===== src/rtl/ssh_pkg.sv =====
`timescale 1ns / 1ps
// ----------------------------------------------------------------------------
// Space-saving heavy hitters package
// Shared sizes, codes, structs and helpers for the flow monitor.
// ----------------------------------------------------------------------------
package ssh_pkg;

    localparam int CAPACITY   = 32;
    localparam int COUNT_BITS = 32;
    localparam int IDX_W      = $clog2(CAPACITY);
    localparam int ADDR_W     = 32;

    typedef logic [COUNT_BITS-1:0] cnt_t;
    typedef logic [IDX_W-1:0]      idx_t;

    localparam cnt_t COUNT_MAX = '1;

    typedef enum logic [1:0] {
        ACT_UPDATE = 2'd0,
        ACT_QUERY  = 2'd1,
        ACT_REPORT = 2'd2,
        ACT_NONE   = 2'd3
    } action_t;

    typedef enum logic [1:0] {
        ST_IDLE,
        ST_SWEEP,
        ST_DONE,
        ST_REPORT
    } state_t;

    typedef struct packed {
        logic [ADDR_W-1:0] src;
        logic [ADDR_W-1:0] dst;
        cnt_t              cnt;
        cnt_t              err;
    } entry_t;

    typedef struct packed {
        logic   en;
        idx_t   idx;
        entry_t data;
    } wr_t;

    // Search token passed along the row of cells.
    typedef struct packed {
        logic active;
        logic hit;
        idx_t hit_idx;
        cnt_t hit_cnt;
        cnt_t hit_err;
        logic free;
        idx_t free_idx;
        logic min_set;
        cnt_t min_cnt;
        idx_t min_idx;
    } carry_t;

    function automatic cnt_t bump(input cnt_t c);
        bump = (c == COUNT_MAX) ? COUNT_MAX : c + cnt_t'(1);
    endfunction

endpackage


===== src/rtl/ssh_cell.sv =====
`timescale 1ns / 1ps
// ----------------------------------------------------------------------------
// Monitor cell
// Holds one table entry and advances the search token by one place a cycle.
// ----------------------------------------------------------------------------
module ssh_cell (
    input  logic                      clk,
    input  logic                      rst_n,
    input  ssh_pkg::idx_t             cell_idx,
    input  logic [ssh_pkg::ADDR_W-1:0] key_src,
    input  logic [ssh_pkg::ADDR_W-1:0] key_dst,
    input  ssh_pkg::carry_t           carry_in,
    output ssh_pkg::carry_t           carry_out,
    input  ssh_pkg::wr_t              wr,
    output ssh_pkg::entry_t           entry
);

    ssh_pkg::entry_t entry_reg;
    ssh_pkg::carry_t carry_reg;
    ssh_pkg::carry_t carry_next;
    logic            occupied;

    assign occupied = (entry_reg.cnt != '0);

    always_comb
    begin
        carry_next = carry_in;
        if (carry_in.active)
        begin
            if (!carry_in.hit && occupied && entry_reg.src == key_src
                && entry_reg.dst == key_dst)
            begin
                carry_next.hit     = 1'b1;
                carry_next.hit_idx = cell_idx;
                carry_next.hit_cnt = entry_reg.cnt;
                carry_next.hit_err = entry_reg.err;
            end
            if (!carry_in.free && !occupied)
            begin
                carry_next.free     = 1'b1;
                carry_next.free_idx = cell_idx;
            end
            // Strict compare keeps the lowest index on ties.
            if (!carry_in.min_set || entry_reg.cnt < carry_in.min_cnt)
            begin
                carry_next.min_set = 1'b1;
                carry_next.min_cnt = entry_reg.cnt;
                carry_next.min_idx = cell_idx;
            end
        end
    end

    always_ff @(posedge clk or negedge rst_n)
    begin
        if (!rst_n)
        begin
            carry_reg <= '0;
            entry_reg <= '0;
        end
        else
        begin
            carry_reg <= carry_next;
            if (wr.en && wr.idx == cell_idx)
            begin
                entry_reg <= wr.data;
            end
        end
    end

    assign carry_out = carry_reg;
    assign entry     = entry_reg;

endmodule


===== config.mk =====
export PLATFORM = sky130hd
export DESIGN_NAME = ssh_cell
export DESIGN_NICKNAME = d
export VERILOG_FILES = /design/src/rtl/ssh_pkg.sv /design/src/rtl/ssh_cell.sv
export SDC_FILE = /design/constraint.sdc
export NUM_CORES = 1
export LEC_CHECK = 0
export ABC_AREA = 1
export BUFFER_PORTS_ARGS = -buffer_cell sky130_fd_sc_hd__buf_2
export CAP_MARGIN = 15
export CORE_AREA = 2 2 222 224
export DETAILED_ROUTE_END_ITERATION = 6
export DIE_AREA = 0 0 224 226
export PLACE_DENSITY = 0.56
export REMOVE_ABC_BUFFERS = 1
export SLEW_MARGIN = 25
export SYNTH_ARGS = -nofsm -noshare
export SYNTH_HDL_FRONTEND = slang
export SYNTH_SLANG_ARGS = --single-unit

===== constraint.sdc =====
create_clock -name clk -period 4.5 [get_ports clk]
set_input_delay 0.225 -clock clk [delete_from_list [all_inputs] [get_ports clk]]
set_output_delay 0.225 -clock clk [all_outputs]
set_load 0.02 [all_outputs]

## Yosys cells after proc, flatten, opt, wreduce, memory -nomap -nowiden

Index checks and enable logic that the tools add are counted.

| storage, ports and cells | value |
|---|---|
| bits in registers | 243 |
| input port bits | 320 |

| operators by class | value |
|---|---|
| order comparisons | 1 |
| eq/ne operators | 3 |
| multiplexer cells | 4 |
| reduce and logical (&&, ||, !) cells | 11 |

Operators with widths:

| kind | number |
|---|---|
| $mux W114 | 1 |
| $mux W70 | 1 |
| $eq A32 B32 Y1 | 2 |
| $mux W38 | 1 |
| $lt A32 B32 Y1 | 1 |
| $reduce_bool A32 Y1 | 1 |
| $mux W6 | 1 |
| $eq A5 B5 Y1 | 1 |
| $logic_and A1 B1 Y1 | 5 |
| $logic_not A1 Y1 | 4 |
| $logic_or A1 B1 Y1 | 1 |

## Logic depth before layout (Yosys ltp)

Gate-level depths: netlist (run 1).

| depth | value |
|---|---|
| depth after elaboration | 6 |
| depth in mapped cells | 17 |
| gate-level depth less buffers | 16 |

## Worst setup path after synthesis (run 1)

Ideal clock, no wire load.

| path | value |
|---|---|
| kind | reg-to-reg |
| start point | register entry_reg, in the netlist entry[43] |
| end point | register carry_reg, in the netlist carry_out[8] |
| library setup time | 117 ps |
| data arrival time | 1786 ps |
| slack | 2597 ps |
| cell stages (with the launch flop) | 15 |
| clock period less this slack | 1903 ps |
| cell sequence | dfrtp_1 ha_1 nand2_1 inv_1 nand2_1 a31oi_1 nor2_1 nand2_1 nand2_1 nand2_1 nand2_1 buf_2 buf_4 nand3_1 nand2_1 |

RTL lines:

| item | RTL line | source |
|---|---|---|
| from (decl) | ssh_cell.sv:18 | `ssh_pkg::entry_t entry_reg;` |
| from (signal assigned) | ssh_cell.sv:65 | `entry_reg <= wr.data;` |
| to (signal assigned) | ssh_cell.sv:62 | `carry_reg <= carry_next;` |
| to (decl) | ssh_cell.sv:19 | `ssh_pkg::carry_t carry_reg;` |

==> flow_metrics.env, run 1 <==
export IMPL_cts_setup_buffers=0
export IMPL_h_tree_depth=1
export IMPL_max_stage_delay_ns=0.76
export IMPL_finalSetupTns_ns=0
export IMPL_cts_tree="done"
export IMPL_place_area_um2=14700
export IMPL_fin_crit_sh_pct=77.6
export IMPL_path_delay_family="simple AND/OR/NAND/NOR gates"
export IMPL_post_cts_resized=0
export IMPL_peakVddDrop_mv=0.282
export IMPL_synth_main_ff_cell="dfrtp_1"
export IMPL_tightestPinTransition_ns=1.04
export IMPL_setup_viol=0
export IMPL_seq_area_frac_synth_pct=53.7
export IMPL_routedWlPerCell_um=17.2
export IMPL_yosys_warnings=0
export IMPL_maxCapViolCount=0
export IMPL_n_antenna_cell=0
export IMPL_critical_path_slowest_cell="nor4_1"
export IMPL_io_buffer_count=562
export IMPL_largest_reg_flops=128
export IMPL_hold_path_class="in -> reg"
export IMPL_netlist_instances=1358
export IMPL_nFillCells=4838
export IMPL_crit_chain="nor4_1 > nand2_1 > nor2_1 > nand3_1 > o21ai_0 > dlygate4sd3_1 > nand2_1 > dlygate4sd3_1"
export IMPL_max_clock_path_buffers=3
export IMPL_final_net_count=2504
export IMPL_grt_use_total_pct=18.4
export IMPL_clock_sinks=243
export IMPL_synth_edf_count=0
export IMPL_synth_top_cell_area_share_pct=53.7
export IMPL_root_buffer="clkbuf_16"
export IMPL_place_gp_congestion=0.867
export IMPL_area_growth_pct=61.7
export IMPL_critPathLaunchType="flop"
export IMPL_powerDensity_nw_per_um2=447
export IMPL_grt_antenna_before_repair=3
export IMPL_firstDrtPassIters=5
export IMPL_synth_top_cell_by_area="dfrtp_1"
export IMPL_core_area_um2=48300
export IMPL_fin_area_um2=18300
export IMPL_synthArstFlopShare_pct=100
export IMPL_hold_depth=4
export IMPL_drv_slew=0
export IMPL_multi_input_area_um2=4210
export IMPL_register_area_um2=6080
export IMPL_status="finished clean"
export IMPL_layout_commonest_cell="buf_2"
export IMPL_p_leak_nw=10.0
export IMPL_crit_type="reg -> reg"
export IMPL_synth_area_um2=11300
export IMPL_ys_ff_latch=243
export IMPL_crit_fanout=6
export IMPL_reg2reg_depth=8
export IMPL_drc=0
export IMPL_crit_buf_inv=2
export IMPL_via_per_inst=4.38
export IMPL_drt_wl_total_um=48200
export IMPL_rows=81
export IMPL_dieArea_um2=50600
export IMPL_drive_gt1_share_pct=29.2
export IMPL_fmax_ghz=0.286
export IMPL_overflow=0
export IMPL_finalHoldViolations=0
export IMPL_period_minus_slack_ns=3.49
export IMPL_cp_arrival_ns=3.94
export IMPL_cts_inserted_buffers=30
export IMPL_syn_area_per_cell_um2=8.33
export IMPL_via_count=12300
export IMPL_synth_area_leaders="dfrtp_1 54%, nand2_1 14%, inv_1 6.3%"
export IMPL_grt_pass1_vias=12800
export IMPL_end_kind="flop"
export IMPL_hold_ws_ns=0.0373
export IMPL_drt_iter0_drc=628
export IMPL_hpwl_um=33400
export IMPL_initial_core_util_pct=23.4
export IMPL_cp_required_ns=4.95
export IMPL_antenna_left=0
export IMPL_relSlewSlack_pct=30.9
export IMPL_grt_max_degree=257
export IMPL_grt_first_pass_wirelength_um=71800
export IMPL_clk_latency_ns=0.58
export IMPL_yosysUniqueCellTypes=30
export IMPL_grt_setup_unrepaired="false"
export IMPL_fin_skew_ns=0.0105
export IMPL_path_clk_slew_ns=0.06
export IMPL_dieHeight_um=226
export IMPL_cts_hold_buffers=257
export IMPL_ios=563
export IMPL_die_w_um=224
export IMPL_final_cell_mix="561 x buf_2, 415 x nand2_1, 257 x dlygate4sd3_1, 243 x dfrtp_1, 191 x inv_1"
export IMPL_path_depth=8
-- metal layers --
metal / GRT usage [%] / routed length, um / vias up
met1: 20.6 / 18600 / 5746
met5: 0 / 34 / -
met4: 6.84 / 1600 / 6
li1: - / - / 5912
met3: 4.12 / 3330 / 94
met2: 33.8 / 24600 / 501
-- where the power goes --
group | leakage, nW | switching (mW) | internal [mW] | total (mW)
Sequential | 2.96 | 0.471 | 2.66 | 3.13
Clock | 0.490 | 1.00 | 1.43 | 2.43
Combinational | 6.58 | 1.62 | 0.999 | 2.62
-- cells by family after synthesis --
logic type	share of synthesized area [%]
simple gates	23.2
fa+ha+maj	3.43
compound gates	8.24
flops	53.7
xor+xnor	2.24
buf+inv	9.15
-- worst paths after layout --
path	startpoint	slack, ns	to
min reg2reg	entry[28]	0.51	entry[28]
min	cell_idx[0]	0.04	carry_out[38]
max in group asynchronous	rst_n	3.44	entry[50]
min in group asynchronous	rst_n	0.09	entry[123]
max reg2reg	entry[63]	1.01	carry_out[40]
max	entry[63]	1.01	carry_out[40]
-- final cells by class --
class                      instances  area share, %
sequential                       243           33.2
timing repair buffer             830           30.1
multi-input combinational        853           23.0
clock buffer                      43           4.87
tap                              622           4.25
inverter                         195           4.00
clock inverter                    11          0.513
-- stage by stage --
stage	util (%)	worst slack (ns)	cells	power (mW)
after floorplan	-	-2.02	1291	4.42
after global placement	30.5	1.37	2486	5.59
final	37.9	1.01	2797	8.18
after CTS	37.9	0.962	2797	8.28
after detailed placement	30.5	1.44	2486	5.62
after global routing	37.9	0.731	2797	8.67
-- worst register-to-register path: cells and delay by family, from the launching register on --
family | cells | cell delay [ns]
AND/OR/NAND/NOR | 5 | 1.38
flip-flops | 1 | 0.50
buffers and inverters | 2 | 1.17
AO/OA/AOI/OAI | 1 | 0.31
-- synth_stat cells (all sizes together) (2+ instances only) --
master / instances
nand2: 417
dfrtp: 243
inv: 195
o21ai: 129
nand4: 80
nor2: 56
nand3: 45
buf: 35
a21oi: 32
clkbuf: 32
ha: 31
xnor2: 18
o22ai: 13
xor2: 11
nor4: 8
o21a: 3
or2: 3
nand3b: 2
Power figures use the tool's default switching activity.
==> run 2: changes to the inputs <==
PLACE_DENSITY = 0.57   (was 0.56)
clock period = 2.9 ns   (was 4.5 ns; I/O delays follow)
==> flow_metrics.env, run 2 (same netlist as run 1, synthesis figures left out) <==
export IMPL_status="finished clean"
export IMPL_cts_inserted_buffers=29
export IMPL_power_switching_mw=4.79
export IMPL_seqPwrFrac_pct=38.8
export IMPL_crit_reg2reg_launch="entry[62]"
export IMPL_hold_ws_ns=0.191
export IMPL_antenna_left=0
export IMPL_period_minus_slack_ns=2.52
export IMPL_final_cell_mix="561 x buf_2, 415 x nand2_1, 250 x dlygate4sd3_1, 243 x dfrtp_1, 191 x inv_1"
export IMPL_setup_viol=0
export IMPL_max_clock_path_buffers=3
export IMPL_via_count=12400
export IMPL_peakVddDrop_mv=0.395
export IMPL_dieHeight_um=226
export IMPL_reg2reg_depth=9
export IMPL_die_w_um=224
export IMPL_grt_pass1_vias=12800
export IMPL_clk_latency_ns=0.58
export IMPL_maxCapViolCount=0
export IMPL_cp_arrival_ns=3.04
export IMPL_hpwl_um=35400
export IMPL_sw_frac_of_total_pct=38.0
export IMPL_crit_type="reg -> reg"
export IMPL_cts_setup_buffers=0
export IMPL_path_clk_slew_ns=0.06
export IMPL_root_buffer="clkbuf_16"
export IMPL_finalHoldViolations=0
export IMPL_io_buffer_count=562
export IMPL_hold_path_class="in -> async"
export IMPL_pwr_share_comb_pct=32.1
export IMPL_firstDrtPassIters=5
export IMPL_cp_required_ns=3.42
export IMPL_clock_sinks=243
export IMPL_critical_path_slowest_cell="dlygate4sd3_1"
export IMPL_overflow=0
export IMPL_grt_use_total_pct=18.6
export IMPL_grt_antenna_before_repair=4
export IMPL_drt_iter0_drc=664
export IMPL_powerDensity_nw_per_um2=686
export IMPL_internal_power_mw=7.81
export IMPL_area_growth_pct=62.3
export IMPL_fin_crit_sh_pct=87.1
export IMPL_routedWlPerCell_um=17.5
export IMPL_dieArea_um2=50600
export IMPL_max_stage_delay_ns=0.53
export IMPL_p_clk_share_pct=29.1
export IMPL_cts_tree="done"
export IMPL_drc=0
export IMPL_drv_slew=0
export IMPL_cp_common_cell="nand2_1"
export IMPL_tightestPinTransition_ns=0.753
export IMPL_p_leak_nw=10.1
export IMPL_critPathLaunchType="flop"
export IMPL_grt_setup_unrepaired="false"
export IMPL_drt_wl_total_um=49100
export IMPL_fin_skew_ns=0.0270
export IMPL_crit_chain="buf_4 > nor4_2 > nand2_1 > nor2_1 > nand3_1 > nor2_2 > nand2_1 > nand2_1 > dlygate4sd3_1"
export IMPL_final_net_count=2509
export IMPL_via_per_inst=4.41
export IMPL_h_tree_depth=1
export IMPL_layout_commonest_cell="buf_2"
export IMPL_nFillCells=4866
export IMPL_worstReg2RegEnd="carry_out[42]"
export IMPL_drive_gt1_share_pct=29.8
export IMPL_place_gp_congestion=0.899
export IMPL_grt_max_degree=101
export IMPL_relSlewSlack_pct=49.8
export IMPL_ios=563
export IMPL_largest_reg_flops=128
export IMPL_power_mw=12.6
export IMPL_r2r_setup_slack_ns=0.38
export IMPL_crit_fanout=7
export IMPL_startpoint="entry[62]"
export IMPL_cp_endpoint="carry_out[42]"
export IMPL_core_area_um2=48300
export IMPL_fmax_ghz=0.396
export IMPL_initial_core_util_pct=23.4
export IMPL_rows=81
export IMPL_end_kind="flop"
export IMPL_grt_first_pass_wirelength_um=72400
==> run 2: cell count changes in the layout (fill, tap and decap cells not counted), moves of 2 or more <==
cell / previous run / this run
buf_4: 8 / 16
clkbuf_8: 7 / 5
clkinvlp_4: 1 / 3
inv_6: 3 / 0
diode_2: 0 / 3
dlygate4sd3_1: 257 / 250
clkbuf_16: 31 / 29
buf_12: 3 / 8
==> run 2: power groups by stage <==
stage / Combinational (mW) / Sequential [mW] / Clock [mW]
2_1_floorplan: 1.20 / 5.67 / 0
3_3_place_gp: 3.77 / 4.92 / 0
3_5_place_dp: 3.81 / 4.94 / 0
4_1_cts: 4.08 / 4.90 / 3.79
5_1_grt: 4.47 / 4.99 / 3.90
6_report: 4.05 / 4.89 / 3.66
==> run 2: metal layers <==
layer	up-vias	GRT usage [%]	part of all wire (%)
met2	532	32.6	49
met5	-	0	0.033
met4	2	9.03	4.5
met1	5806	21.7	40
li1	5920	-	-
met3	95	3.71	6.4
==> run 2: per-stage QoR <==
stage / setup TNS, ns / utilization (%) / cell area (um^2) / worst slack, ns / cells
5_1_grt: 0 / 38.0 / 18400 / 0.0962 / 2802
6_report: 0 / 38.0 / 18400 / 0.375 / 2803
3_5_place_dp: 0 / 30.8 / 14900 / 0.295 / 2499
2_1_floorplan: -465.99 / - / 11000 / -3.54 / 1291
4_1_cts: 0 / 38.0 / 18400 / 0.0229 / 2800
3_3_place_gp: 0 / 30.8 / 14900 / 0.288 / 2499
==> run 2: cell type report <==
type	count	area, um^2	area share (%)
flip-flops and latches	243	6080	33.1
repair buffers	836	5610	30.5
multi-input cells	853	4220	23.0
clock buffers	38	810	4.41
well taps	622	778	4.24
inverters	195	732	3.98
clock inverters	13	138	0.749
diodes	3	7.51	0.0409
==> run 2: what timing repair did <==
item                       4_1_cts  5_1_grt
gates resized for setup          0        2
hold endpoints to repair       323        0
setup endpoints to repair        0        1
hold buffers                   250        0
==> run 2: how the worst min path moves through the flow <==
| stage | from | to | slack [ns] | cells past startpoint |
|---|---|---|---|---|
| after detailed placement | rst_n | carry_out[62] | 0.23 | 1 |
| after floorplan | rst_n | carry_out[0] | -0.15 | 0 |
| after global placement | rst_n | carry_out[62] | 0.23 | 1 |
| final | rst_n | carry_out[1] | 0.19 | 2 |
| after CTS | carry_in[114] | carry_out[114] | 0.17 | 2 |
| after global routing | carry_in[114] | carry_out[114] | 0.19 | 2 |
==> run 2: critical path, delay by kind of cell (launching register included) <==
kind	cells	cell delay, ns
simple gates	7	1.29
buf+inv	2	0.73
flops	1	0.44
